==> src/rtl/cst_pkg.sv <==
`timescale 1ns / 1ps
// ----------------------------------------------------------------------------
// cst_pkg
// Shared widths, status codes and control structs of the client slot table.
// ----------------------------------------------------------------------------
package cst_pkg;

	localparam int SLOTS_DEFAULT = 16;

	localparam int MAC_W   = 48;
	localparam int IP_W    = 32;
	localparam int PORT_W  = 16;
	localparam int PID_W   = 22;
	localparam int STAT_W  = 2;
	localparam int SLOT_W  = 4;
	localparam int COUNT_W = 5;
	localparam int COUNT_MAX = 31;

	localparam logic KIND_ADD    = 1'b0;
	localparam logic KIND_REMOVE = 1'b1;

	localparam logic [STAT_W-1:0] ST_ADDED   = 2'd0;
	localparam logic [STAT_W-1:0] ST_FULL    = 2'd1;
	localparam logic [STAT_W-1:0] ST_REMOVED = 2'd2;
	localparam logic [STAT_W-1:0] ST_NOMATCH = 2'd3;

	typedef struct packed {
		logic [MAC_W-1:0]  mac;
		logic [IP_W-1:0]   ip;
		logic [PORT_W-1:0] cport;
		logic [PORT_W-1:0] sport;
		logic [PID_W-1:0]  pid;
	} slot_entry_t;

	typedef struct packed {
		logic load;
		logic rd_en;
		logic wr;
		logic finish;
	} cst_cmd_t;

	typedef struct packed {
		logic chk_vld;
		logic hit;
		logic chk_last;
		logic issue_done;
	} cst_sts_t;

endpackage

==> src/rtl/client_slot_table.sv <==
`timescale 1ns / 1ps
// ----------------------------------------------------------------------------
// client_slot_table
// Fixed table of client connection slots with add and remove requests.
// ----------------------------------------------------------------------------
//  channel   handshake         payload
//  request   start / busy      kind, mac_address, ip_address, client_port,
//                              server_port, process_id
//  result    done (strobe)     status, slot_index, occupied_count
//
//  A beat is taken when start is high and busy low; one result beat follows.
//  The scan reads one slot a cycle from the slot memory through its single
//  registered read port; a hit passes through a write state that commits
//  the slot, a miss ends on the last slot; busy drops as done rises.
//  Reset clears the per-slot valid bits at once; no clearing pass.
//  The result beat lasts one cycle and cannot be stalled.
// ----------------------------------------------------------------------------
module client_slot_table
	import cst_pkg::*;
#(
	parameter int SLOTS = SLOTS_DEFAULT
)(
	input  logic                clk,
	input  logic                arst_n,
	input  logic                start,
	output logic                busy,
	input  logic                kind,
	input  logic [MAC_W-1:0]    mac_address,
	input  logic [IP_W-1:0]     ip_address,
	input  logic [PORT_W-1:0]   client_port,
	input  logic [PORT_W-1:0]   server_port,
	input  logic [PID_W-1:0]    process_id,
	output logic                done,
	output logic [STAT_W-1:0]   status,
	output logic [SLOT_W-1:0]   slot_index,
	output logic [COUNT_W-1:0]  occupied_count
);

	cst_cmd_t cmd;
	cst_sts_t sts;

	cst_ctrl u_ctrl (
		.clk    (clk),
		.arst_n (arst_n),
		.start  (start),
		.sts    (sts),
		.cmd    (cmd),
		.busy   (busy)
	);

	cst_dp #(
		.SLOTS (SLOTS)
	) u_dp (
		.clk            (clk),
		.arst_n         (arst_n),
		.cmd            (cmd),
		.sts            (sts),
		.kind           (kind),
		.mac_address    (mac_address),
		.ip_address     (ip_address),
		.client_port    (client_port),
		.server_port    (server_port),
		.process_id     (process_id),
		.done           (done),
		.status         (status),
		.slot_index     (slot_index),
		.occupied_count (occupied_count)
	);

endmodule

==> src/rtl/cst_ctrl.sv <==
`timescale 1ns / 1ps
// ----------------------------------------------------------------------------
// cst_ctrl
// Sequencer: accepts a request, steps the slot scan, commits a hit, reports.
// ----------------------------------------------------------------------------
module cst_ctrl
	import cst_pkg::*;
(
	input  logic     clk,
	input  logic     arst_n,
	input  logic     start,
	input  cst_sts_t sts,
	output cst_cmd_t cmd,
	output logic     busy
);

	localparam logic [1:0] S_IDLE  = 2'd0;
	localparam logic [1:0] S_SCAN  = 2'd1;
	localparam logic [1:0] S_WRITE = 2'd2;

	logic [1:0] state_q;
	logic [1:0] state_d;
	logic       found;
	logic       miss;

	assign found = sts.chk_vld && sts.hit;
	assign miss  = sts.chk_vld && !sts.hit && sts.chk_last;
	assign busy  = (state_q != S_IDLE);

	always_comb begin
		state_d = state_q;
		cmd     = '0;
		case (state_q)
			S_IDLE: begin
				if (start) begin
					cmd.load = 1'b1;
					state_d  = S_SCAN;
				end
			end
			S_SCAN: begin
				cmd.rd_en = !sts.issue_done && !found;
				if (found) begin
					state_d = S_WRITE;
				end else if (miss) begin
					cmd.finish = 1'b1;
					state_d    = S_IDLE;
				end
			end
			S_WRITE: begin
				cmd.wr     = 1'b1;
				cmd.finish = 1'b1;
				state_d    = S_IDLE;
			end
			default: begin
				state_d = S_IDLE;
			end
		endcase
	end

	always_ff @(posedge clk or negedge arst_n) begin
		if (!arst_n) begin
			state_q <= S_IDLE;
		end else begin
			state_q <= state_d;
		end
	end

endmodule

==> src/rtl/cst_dp.sv <==
`timescale 1ns / 1ps
// ----------------------------------------------------------------------------
// cst_dp
// Slot memory with per-slot valid bits, scan pointer, match logic,
// occupancy counter and result registers.
// ----------------------------------------------------------------------------
module cst_dp
	import cst_pkg::*;
#(
	parameter int SLOTS = SLOTS_DEFAULT
)(
	input  logic                clk,
	input  logic                arst_n,
	input  cst_cmd_t            cmd,
	output cst_sts_t            sts,
	input  logic                kind,
	input  logic [MAC_W-1:0]    mac_address,
	input  logic [IP_W-1:0]     ip_address,
	input  logic [PORT_W-1:0]   client_port,
	input  logic [PORT_W-1:0]   server_port,
	input  logic [PID_W-1:0]    process_id,
	output logic                done,
	output logic [STAT_W-1:0]   status,
	output logic [SLOT_W-1:0]   slot_index,
	output logic [COUNT_W-1:0]  occupied_count
);

	localparam int IW = (SLOTS > 1) ? $clog2(SLOTS) : 1;
	localparam int CW = $clog2(SLOTS + 1);
	localparam logic [IW-1:0] LAST_IDX = IW'(SLOTS - 1);

	slot_entry_t       mem_q [SLOTS];
	logic [SLOTS-1:0]  valid_q;

	logic              req_kind_q;
	slot_entry_t       req_q;

	logic [IW-1:0]     addr_q;
	logic              issue_done_q;
	slot_entry_t       rd_s1;
	logic              rv_s1;
	logic [IW-1:0]     idx_s1;
	logic              chk_vld_s1;

	logic [CW-1:0]     count_q;
	logic              done_q;
	logic [STAT_W-1:0] status_q;
	logic [SLOT_W-1:0] slot_q;

	slot_entry_t       cur;
	slot_entry_t       wr_entry;
	logic              hit;
	logic              old_occ;
	logic              new_occ;

	assign cur = rv_s1 ? rd_s1 : '0;

	always_comb begin
		if (req_kind_q == KIND_ADD) begin
			hit = (cur.sport == '0) && (cur.cport == '0);
		end else begin
			hit = (cur.sport == req_q.sport) || (cur.pid == req_q.pid);
		end
	end

	assign old_occ  = (cur.sport != '0) || (cur.pid != '0);
	assign wr_entry = (req_kind_q == KIND_ADD) ? req_q : '0;
	assign new_occ  = (req_kind_q == KIND_ADD) &&
		((req_q.sport != '0) || (req_q.pid != '0));

	assign sts.chk_vld    = chk_vld_s1;
	assign sts.hit        = hit;
	assign sts.chk_last   = (idx_s1 == LAST_IDX);
	assign sts.issue_done = issue_done_q;

	// request hold, no reset
	always_ff @(posedge clk) begin
		if (cmd.load) begin
			req_kind_q <= kind;
			req_q.mac  <= mac_address;
			req_q.ip   <= ip_address;
			req_q.cport <= client_port;
			req_q.sport <= server_port;
			req_q.pid  <= process_id;
		end
	end

	// slot memory: one write port, one registered read port
	always_ff @(posedge clk) begin
		if (cmd.wr) begin
			mem_q[idx_s1] <= wr_entry;
		end
		if (cmd.rd_en) begin
			rd_s1  <= mem_q[addr_q];
			idx_s1 <= addr_q;
		end
	end

	always_ff @(posedge clk or negedge arst_n) begin
		if (!arst_n) begin
			valid_q      <= '0;
			rv_s1        <= 1'b0;
			addr_q       <= '0;
			issue_done_q <= 1'b0;
			chk_vld_s1   <= 1'b0;
			count_q      <= '0;
			done_q       <= 1'b0;
			status_q     <= ST_ADDED;
			slot_q       <= '0;
		end else begin
			chk_vld_s1 <= cmd.rd_en;
			done_q     <= cmd.finish;
			if (cmd.load) begin
				addr_q       <= '0;
				issue_done_q <= 1'b0;
			end else if (cmd.rd_en) begin
				rv_s1 <= valid_q[addr_q];
				if (addr_q == LAST_IDX) begin
					issue_done_q <= 1'b1;
				end else begin
					addr_q <= addr_q + 1'b1;
				end
			end
			if (cmd.wr) begin
				valid_q[idx_s1] <= 1'b1;
				count_q <= count_q + CW'(new_occ) - CW'(old_occ);
			end
			if (cmd.finish) begin
				if (req_kind_q == KIND_ADD) begin
					status_q <= cmd.wr ? ST_ADDED : ST_FULL;
				end else begin
					status_q <= cmd.wr ? ST_REMOVED : ST_NOMATCH;
				end
				slot_q <= cmd.wr ? SLOT_W'(idx_s1) : '0;
			end
		end
	end

	assign done           = done_q;
	assign status         = status_q;
	assign slot_index     = slot_q;
	assign occupied_count = (int'(count_q) > COUNT_MAX) ? COUNT_W'(COUNT_MAX)
		: COUNT_W'(count_q);

endmodule

==> config.mk <==
export PLATFORM = sky130hd
export DESIGN_NAME = client_slot_table
export DESIGN_NICKNAME = d
export VERILOG_FILES = /design/src/rtl/cst_pkg.sv /design/src/rtl/client_slot_table.sv /design/src/rtl/cst_ctrl.sv /design/src/rtl/cst_dp.sv
export SDC_FILE = /design/constraint.sdc
export NUM_CORES = 1
export LEC_CHECK = 0
export ABC_CLOCK_PERIOD_IN_PS = 13800
export BUFFER_PORTS_ARGS = -buffer_cell sky130_fd_sc_hd__buf_4
export CELL_PAD_IN_SITES_DETAIL_PLACEMENT = 1
export CELL_PAD_IN_SITES_GLOBAL_PLACEMENT = 1
export CORE_MARGIN = 8
export CORE_UTILIZATION = 58
export CTS_BUF_LIST = sky130_fd_sc_hd__clkbuf_8 sky130_fd_sc_hd__clkbuf_16
export DETAILED_ROUTE_END_ITERATION = 10
export PLACE_DENSITY = 0.95
export SLEW_MARGIN = 20
export SYNTH_ARGS = -nofsm -noshare
export SYNTH_HDL_FRONTEND = slang
export SYNTH_SLANG_ARGS = --single-unit
==> constraint.sdc <==
create_clock -name clk -period 13.8 [get_ports clk]
set_clock_uncertainty 0.2 [all_clocks]
set_input_delay 0 -clock clk [delete_from_list [all_inputs] [get_ports clk]]
set_output_delay 0 -clock clk [all_outputs]
set_load 0.01 [all_outputs]
=== After elaboration in Yosys (flattened, before gate mapping) ===
Memory sizes are Yosys's and may differ from the RTL's. A register that Yosys moved wholly into a read port is not among the register bits.
Index checks and enable logic that the tools add are counted.

* Multiplexer cells: 30
* $add $sub $neg: 3
* Bitwise operators: 3
* Magnitude comparators: 3
* Reduce and logical (&&, ||, !) cells: 27
* Eq/ne operators: 9

{| class="wikitable"
|+ Operators with widths
! operator !! number
|-
| $mux W134 || 1
|-
| $mux W54 || 1
|-
| $reduce_bool A22 Y1 || 2
|-
| $logic_not A16 Y1 || 2
|-
| $reduce_bool A16 Y1 || 2
|-
| $eq A22 B22 Y1 || 1
|-
| $eq A16 B16 Y1 || 1
|-
| $mux W1 || 16
|-
| $mux W4 || 4
|-
| $or A16 B16 Y16 || 1
|-
| $lt A4 B5 Y1 const B || 2
|-
| $eq A4 B4 Y1 const B || 2
|-
| $mux W2 || 4
|-
| $reduce_and A2 Y1 || 4
|-
| $logic_and A1 B1 Y1 || 7
|-
| $reduce_bool A2 Y1 || 3
|-
| $add A5 B1 Y5 || 1
|-
| $sub A5 B1 Y5 || 1
|-
| $add A4 B1 Y4 const B || 1
|-
| $bmux W1 S4 || 1
|-
| $demux W1 S4 || 1
|-
| $ge A4 B1 Y1 const B || 1
|-
| $ne A2 B2 Y1 const B || 2
|-
| $pmux W2 S2 || 1
|-
| other kinds (8) || 13
|}

* Bits in registers: 176
* Output and inout port bits: 13
* RAM bits: 2,144
* Input port bits: 138
* Memories: 1
* Word-level logic and storage cells: 93

{| class="wikitable"
|+ Memories
! memory !! depth !! width !! read ports !! clocked after Yosys merged registers in !! wr ports !! line !! text
|-
| u_dp.mem_q || 16 || 134 || 1 || 1 || 1 || cst_dp.sv:32 || <nowiki>slot_entry_t mem_q [SLOTS];</nowiki>
|}

=== Depth between registers and ports, before layout ===
Gate-level depths: netlist (run 1).

* Depth in word-level cells: 10
* Gate-level depth with buffers: 15
* Gate-level depth less buffers: 14

=== By module ===
Synthesis (run 1) repeated with hierarchy kept, for this count alone.

* Cells, all modules: 1,712
* Area, all modules: 38,984.9 sq um

{| class="wikitable"
|+ By module, submodules not included
! module !! seq. area each (sq um) !! instances !! cells an instance !! area an instance (sq um)
|-
| cst_dp || 30,214.0 || 1 || 1,690 || 38,772.2
|-
| cst_ctrl || 50.0 || 1 || 22 || 212.7
|}

=== Least setup slack after synthesis (run 1) ===
Ideal clock, no wire load.

* Kind: flip-flop to flip-flop
* Start: reg u_ctrl.state_q[0]
* End: reg u_dp.valid_q[0]
* Arrival: 5,404 ps
* Path buffers: 1
* Data required time: 13,513 ps
* Library setup time: 87 ps
* Clock period less this slack: 5,691 ps
* Cell stages (with the launch flop): 7
* Slack: 8,109 ps
* Path through: dfrtp_1 inv_1 ha_1 buf_4 or3b_2 nor3_1 or2_2

* Longest elaborated chain between the ends: 2

{| class="wikitable"
|+ Ends and longest elaborated chain
! item !! line !! text
|-
| start: declaration || cst_ctrl.sv:21 || <nowiki>logic [1:0] state_q;</nowiki>
|-
| start signal: assignment || cst_ctrl.sv:64 || <nowiki>state_q <= state_d;</nowiki>
|-
| $eq A2 B2 Y1 || cst_ctrl.sv:33 || <nowiki>case (state_q)</nowiki>
|-
| $mux W1 || cst_ctrl.sv:33 ||
|-
| end signal: assignment || cst_dp.sv:101 || <nowiki>valid_q <= '0;</nowiki>
|-
| end signal: indexed assignment || cst_dp.sv:125 || <nowiki>valid_q[idx_s1] <= 1'b1;</nowiki>
|-
| end: declaration || cst_dp.sv:33 || <nowiki>logic [SLOTS-1:0] valid_q;</nowiki>
|}

Every way passes these cells.
A chain may end at the register's enable or synchronous reset.

==> impl_metrics.toml, run 1 <==
[run_status]
status = "completed"

[setup_path]
arrival_ns = 4.78
r2r_end = "u_dp.rd_s1[37]"
critPathLaunchType = "flop"
crit_fanout = 97
max_stage_delay_ns = 0.82
crit_start = "u_dp.addr_q[0]"
critPathBufInv = 3
path_delay_family = "buffers and inverters"
cpMaxStageDelayCell = "dfrtp_4"
reg2reg_depth = 8
end_kind = "flop"
crit_required_ns = 14.01
worst-path-stages = 8
r2r_slack_ns = 9.23
timing.critical_path.cells = "buf_4, buf_12, buf_16, mux2_2, o21ai_0, a21oi_1, o21ai_0, nand2_1"
crit_type = "reg -> reg"
critPathMostFrequentCell = "o21ai_0"
reg2reg_from = "u_dp.addr_q[0]"

[detailed_routing]
drt-total-wl_um = 131800
drtPass1Iterations = 6
wire_per_inst_um = 39.76
vias_per_cell = 7.337
ant_nets = 0
vias = 24330
drcViolationCount = 0
drtIter0Drc = 4396

[timing]
drv_slew = 0
fin_crit_ns = 4.571
max-slew-margin-rel_pct = 11.61
hold_viol = 0
worst_pin_slew_ns = 1.323
setup-tns-final_ns = 0
clock.fmax_mhz = 218.8
rsz0062_at_grt = "no"
setup_viol = 0
finalCritPeriodShare_pct = 33.12

[clocking]
cts_max_level = 3
clockBufferDepth = 3
clock_latency_ns = 0.70
cts_buffers = 98
clkSinkCount = 1014
cts_resized = 0
hold_buffers = 115
post_cts_buffers = 0
cts-root-buf = "clkbuf_16"
clk_pin_slew_ns = 0.07
cts_tree = "done"

[logic_synthesis]
seq_area_frac_synth_pct = 76.34
netlist_top_cells_area = "edfxtp_1 (74%), mux4_2 (6.4%), mux2i_1 (4.2%)"
synthArstFlopShare_pct = 3.649
post-synth-top-count-cell = "edfxtp_1"
synth_seq_cells = 1014
syn_inst = 2130
synth_edf_count = 977
synthTopCellsByCount = "edfxtp_1 (977), mux2i_1 (165), o21ai_0 (138)"
netlist_area_mm2 = 0.03964
syn_area_per_cell_um2 = 18.61
yosysTopAreaCell = "edfxtp_1"
synthDistinctLibCells = 54
synthFlopType = "edfxtp_1"
synth_top_area_share_pct = 74.01
yosysWarnings = 0
synthesis.nets = 2278

[global_route]
grt_antenna_before_repair = 1
grt_pass1_vias = 25860
grt_pass1_wl_um = 187000
grt_max_degree = 145
grt_use_total_pct = 33.74
overflow = 0

[floorplanning]
dieWidth_um = 277.4
initial_core_util_pct = 58.21
die_y_um = 277.4
core_mm2 = 0.06811
dieArea_mm2 = 0.07697
placementRows = 96
io_pins = 151

[hold_path]
hp-class = "in -> reg"
holdPathEnd = "u_ctrl.state_q[1]"
min-delay-start = "start"
holdPathStages = 4

[power_and_ir_drop]
p_int_w = 0.006001
p_switching_w = 0.002701
seqPwrFrac_pct = 47.0
ir_worst_vdd_mv = 0.1453
p_sw_share_pct = 31.04
p_total_w = 0.008701
powerDensity_mw_per_mm2 = 189.9
combPwrFrac_pct = 20.6
p_leak_nw = 15.20
clkPwrFrac_pct = 32.4

[cells_and_area]
num-fill-cells = 5446
stdcell_count = 3316
layout-drive-gt1-share_pct = 20.22
nets = 2498
area_growth_pct = 15.59

[place]
gp_congestion = 0.8113
hpwlAfterDp_um = 58290
dp_cells = 3012
port_buffers = 70

[flow_run]
max-cap-violations = 0
power by group through the flow:
| stage | clock (W) | sequential, W | combinational (W) |
|---|---|---|---|
| finish | 0.00282 | 0.00409 | 0.00180 |
| global route | 0.00290 | 0.00409 | 0.00186 |
| CTS | 0.00274 | 0.00405 | 0.00171 |
| detailed placement | 0 | 0.00409 | 0.00162 |
| global placement | 0 | 0.00406 | 0.00148 |
| floorplan | 0 | 0.00397 | 0.00116 |
registers in the layout (all words and copies together) (netlist names):
| name | flops |
|---|---|
| u_dp.rv_s1 | 1 |
| u_dp.valid_q | 16 |
| u_dp.idx_s1 | 4 |
| u_dp.mem_q | 864 |
| u_dp.issue_done_q | 1 |
| u_dp.slot_index | 4 |
| u_dp.chk_vld_s1 | 1 |
| u_dp.done | 1 |
| u_dp.rd_s1 | 54 |
| u_ctrl.state_q | 2 |
| u_dp.req_kind_q | 1 |
| u_dp.occupied_count | 5 |
| u_dp.req_q | 54 |
| u_dp.status | 2 |
| u_dp.addr_q | 4 |
cell families (layout without fill, tap and decap cells):
family,count (synthesis),count (layout),synth area share (%)
XOR/XNOR,24,24,0.5303
multiplexers,334,334,12.19
other,0,1,0
AND/OR/NAND/NOR,274,274,3.731
flip-flops,1014,1014,76.34
buffers and inverters,128,431,1.278
AO/OA/AOI/OAI,346,346,5.599
adder cells (fa/ha/maj),10,10,0.3346
area by class of cell:
type / count / area, um2 / area share, %
Sequential cell: 1014 / 30280 / 66.07
Multi-Input combinational cell: 988 / 9051 / 19.75
Clock buffer: 98 / 2452 / 5.352
Timing Repair Buffer: 226 / 2111 / 4.606
Tap cell: 882 / 1104 / 2.408
Clock inverter: 85 / 743.2 / 1.622
Inverter: 22 / 83.83 / 0.1829
Antenna cell: 1 / 2.502 / 0.005461
worst max-delay path by stage:
stage / end
2_1_floorplan: u_dp.valid_q[0]
3_3_place_gp: u_dp.rd_s1[11]
3_5_place_dp: u_dp.mem_q[4][18]
4_1_cts: u_dp.mem_q[4][18]
5_1_grt: u_dp.rd_s1[37]
6_report: u_dp.rd_s1[37]
routing by layer:
layer | global-route usage, % | part of all wire [%]
met2 | 55.15 | 49
met3 | 7.125 | 11
met1 | 40.78 | 33
met4 | 21.92 | 7.0
met5 | 0 | 0
metrics by stage:
stage	instance area, um2	util, %	hold WS [ns]	worst slack [ns]
2_1_floorplan	39640	-	-0.4956	8.109
5_1_grt	45820	67.28	0.1213	9.054
4_1_cts	45640	67.02	0.08592	9.213
3_5_place_dp	41290	60.62	-0.2029	9.329
6_report	45820	67.28	0.1069	9.229
3_3_place_gp	41270	60.59	-0.2183	9.814
tightest hold or removal path, delay by kind of cell:
| family | cells | cell delay (ns) |
|---|---|---|
| compound gates | 1 | 0.18 |
| buf+inv | 2 | 0.64 |
| simple gates | 1 | 0.13 |
cell usage in the layout, fill, tap and decap left out, types with 5 or more instances in the layout:
cell type	n
nor4bb_1	10
xor2_1	9
nand3_1	13
clkinv_1	26
inv_1	38
bufinv_16	11
o21ai_0	138
or2_2	16
nor4_1	15
a22oi_1	65
nand2_1	84
nand3b_1	8
clkbuf_16	98
dlygate4sd3_1	114
nand4_1	12
a221oi_1	54
o22ai_1	5
dfrtp_1	33
a31o_2	5
nor2_1	25
buf_4	101
clkinv_2	21
xnor2_1	15
mux2i_1	165
nor2_4	14
ha_1	9
nor2b_1	38
mux4_2	113
nor2b_2	17
a21oi_1	59
edfxtp_1	977
mux2_2	55
Power figures use the tool's default switching activity.
==> inputs of run 2 (changes only) <==
ABC_CLOCK_PERIOD_IN_PS = 4470   (was 13800)
CORE_UTILIZATION = 54   (was 58)
PLACE_DENSITY = 0.92   (was 0.95)
clock period = 4.47 ns   (was 13.8 ns; I/O delays follow)
==> impl_metrics.toml, run 2 (synthesized netlist as in run 1, its figures left out) <==
[timing]
clock.fmax_mhz = 242.7
rsz0062_at_grt = "no"
worst_slack_ns = 0.3496
setup_viol = 0
setup-tns-final_ns = 0
max-slew-margin-rel_pct = 18.75
hold_viol = 0
fin_crit_ns = 4.120
finalCritPeriodShare_pct = 92.18
worst_pin_slew_ns = 1.216
drv_slew = 0

[setup_path]
path_delay_family = "simple AND/OR/NAND/NOR gates"
timing.critical_path.cells = "buf_4, nor4bb_1, a2bb2oi_1, a32oi_1, nand4_1, o311ai_4, nand3_2, inv_1, nor2_4, buf_12"
crit_fanout = 59
end_kind = "flop"
r2r_slack_ns = 0.35
crit_required_ns = 4.63
critPathLaunchType = "flop"
critPathBufInv = 3
reg2reg_depth = 10
max_stage_delay_ns = 0.97
arrival_ns = 4.28
reg2reg_from = "u_dp.rv_s1"
crit_type = "reg -> reg"
r2r_end = "u_dp.rd_s1[46]"
crit_start = "u_dp.rv_s1"
cpMaxStageDelayCell = "dfrtp_1"

[detailed_routing]
wire_per_inst_um = 36.48
drt-total-wl_um = 123900
drtIter0Drc = 3389
drcViolationCount = 0
drtPass1Iterations = 6
vias_per_cell = 6.922
vias = 23510
ant_nets = 0

[power_and_ir_drop]
powerDensity_mw_per_mm2 = 572.9
p_leak_nw = 15.26
ir_worst_vdd_mv = 0.5543

[place]
dp_slack_ns = 0.7042
gp_congestion = 0.8410
hpwlAfterDp_um = 59630
dp_cells = 3103
port_buffers = 70

[clocking]
clockBufferDepth = 3
post_cts_buffers = 0
clkSinkCount = 1014
cts_max_level = 3
cts-root-buf = "clkbuf_16"
clk_pin_slew_ns = 0.07
hold_buffers = 115
cts_tree = "done"
cts_buffers = 100
clock_latency_ns = 0.70
cts_resized = 0

[global_route]
overflow = 0
grt_pass1_vias = 25330
grt_max_degree = 60
grt_antenna_before_repair = 3
grt_use_total_pct = 29.84
grt_pass1_wl_um = 178500

[cells_and_area]
stdcell_count = 3397
final_cell_mix = "edfxtp_1 (977), mux2i_1 (165), o21ai_0 (138)"
final_util_pct = 63.30
largest_reg_flops = 864
layout-drive-gt1-share_pct = 20.19
area_growth_pct = 16.30
regMostFlops = "u_dp.mem_q"
layout_commonest_cell = "edfxtp_1"
nets = 2509
reg_top3 = "u_dp.mem_q (864), u_dp.rd_s1 (54), u_dp.req_q (54)"

[hold_path]
min-delay-start = "start"
hp-class = "in -> reg"
holdPathEnd = "u_ctrl.state_q[1]"
holdPathStages = 4

[floorplanning]
dieArea_mm2 = 0.08234
io_pins = 151
initial_core_util_pct = 54.43
die_y_um = 287.0
core_mm2 = 0.07283
placementRows = 99
dieWidth_um = 287.0

[run_status]
status = "completed"

[flow_run]
max-cap-violations = 0
[run 2: changes by cell type in the layout (fill, tap and decap cells not counted), moves of 4 or more]
cell and delta:
clkinv_2 -4, buf_12 +20, buf_4 -4, nor2b_2 -5, nor2b_1 +5, bufinv_16 -4
[run 2: tightest hold or removal path, delay by kind of cell]
kind / cells / cell delay [ns]
AOI/OAI and AO/OA: 1 / 0.18
buffers and inverters: 2 / 0.66
and+or+nand+nor: 1 / 0.16
[run 2: power breakdown]
| group | total [W] | switching [W] | leakage [nW] | internal (W) |
|---|---|---|---|---|
| Combinational | 0.00543 | 0.00327 | 4.21 | 0.00217 |
| Clock | 0.00834 | 0.00380 | 1.61 | 0.00453 |
| Sequential | 0.0126 | 0.000912 | 9.44 | 0.0117 |
| Total | 0.0264 | 0.00798 | 15.3 | 0.0184 |
[run 2: layout make-up]
| type | count | area (um2) |
|---|---|---|
| Fill cell | 6117 | 26730 |
| Inverter | 22 | 83.83 |
| Multi-Input combinational cell | 988 | 9057 |
| Clock inverter | 75 | 589.3 |
| Clock buffer | 103 | 2544 |
| Sequential cell | 1014 | 30280 |
| Timing Repair Buffer | 235 | 2350 |
| Antenna cell | 1 | 2.502 |
| Tap cell | 959 | 1200 |
[run 2: per-layer routing]
metal / part of all wire (%) / up-vias / GRT usage (%) / routed length, um
li1: - / 9090 / - / -
met1: 35 / 12080 / 37.17 / 43990
met2: 49 / 1812 / 49.33 / 60700
met3: 9.5 / 529 / 5.872 / 11730
met4: 6.1 / 0 / 16.14 / 7520
met5: 0 / - / 0 / 0
[run 2: stage by stage]
step / instance area (um2) / hold slack (ns) / power, W
CTS: 46070 / 0.08848 / 0.02616
global route: 46100 / 0.1844 / 0.02698
detailed placement: 41780 / -0.2057 / 0.01777
finish: 46100 / 0.1466 / 0.02641
floorplan: 39670 / -0.4956 / 0.01584
global placement: 41780 / -0.2191 / 0.01724
[run 2: how the worst max path moves through the flow]
stage | slack [ns] | cells after the start | endpoint
floorplan | 0.26 | 5 | u_dp.mem_q[1][0]
global placement | 0.93 | 14 | u_dp.occupied_count[4]
detailed placement | 0.70 | 10 | u_dp.rd_s1[53]
CTS | 0.61 | 10 | u_dp.rd_s1[23]
global route | 0.33 | 10 | u_dp.rd_s1[19]
finish | 0.35 | 10 | u_dp.rd_s1[46]
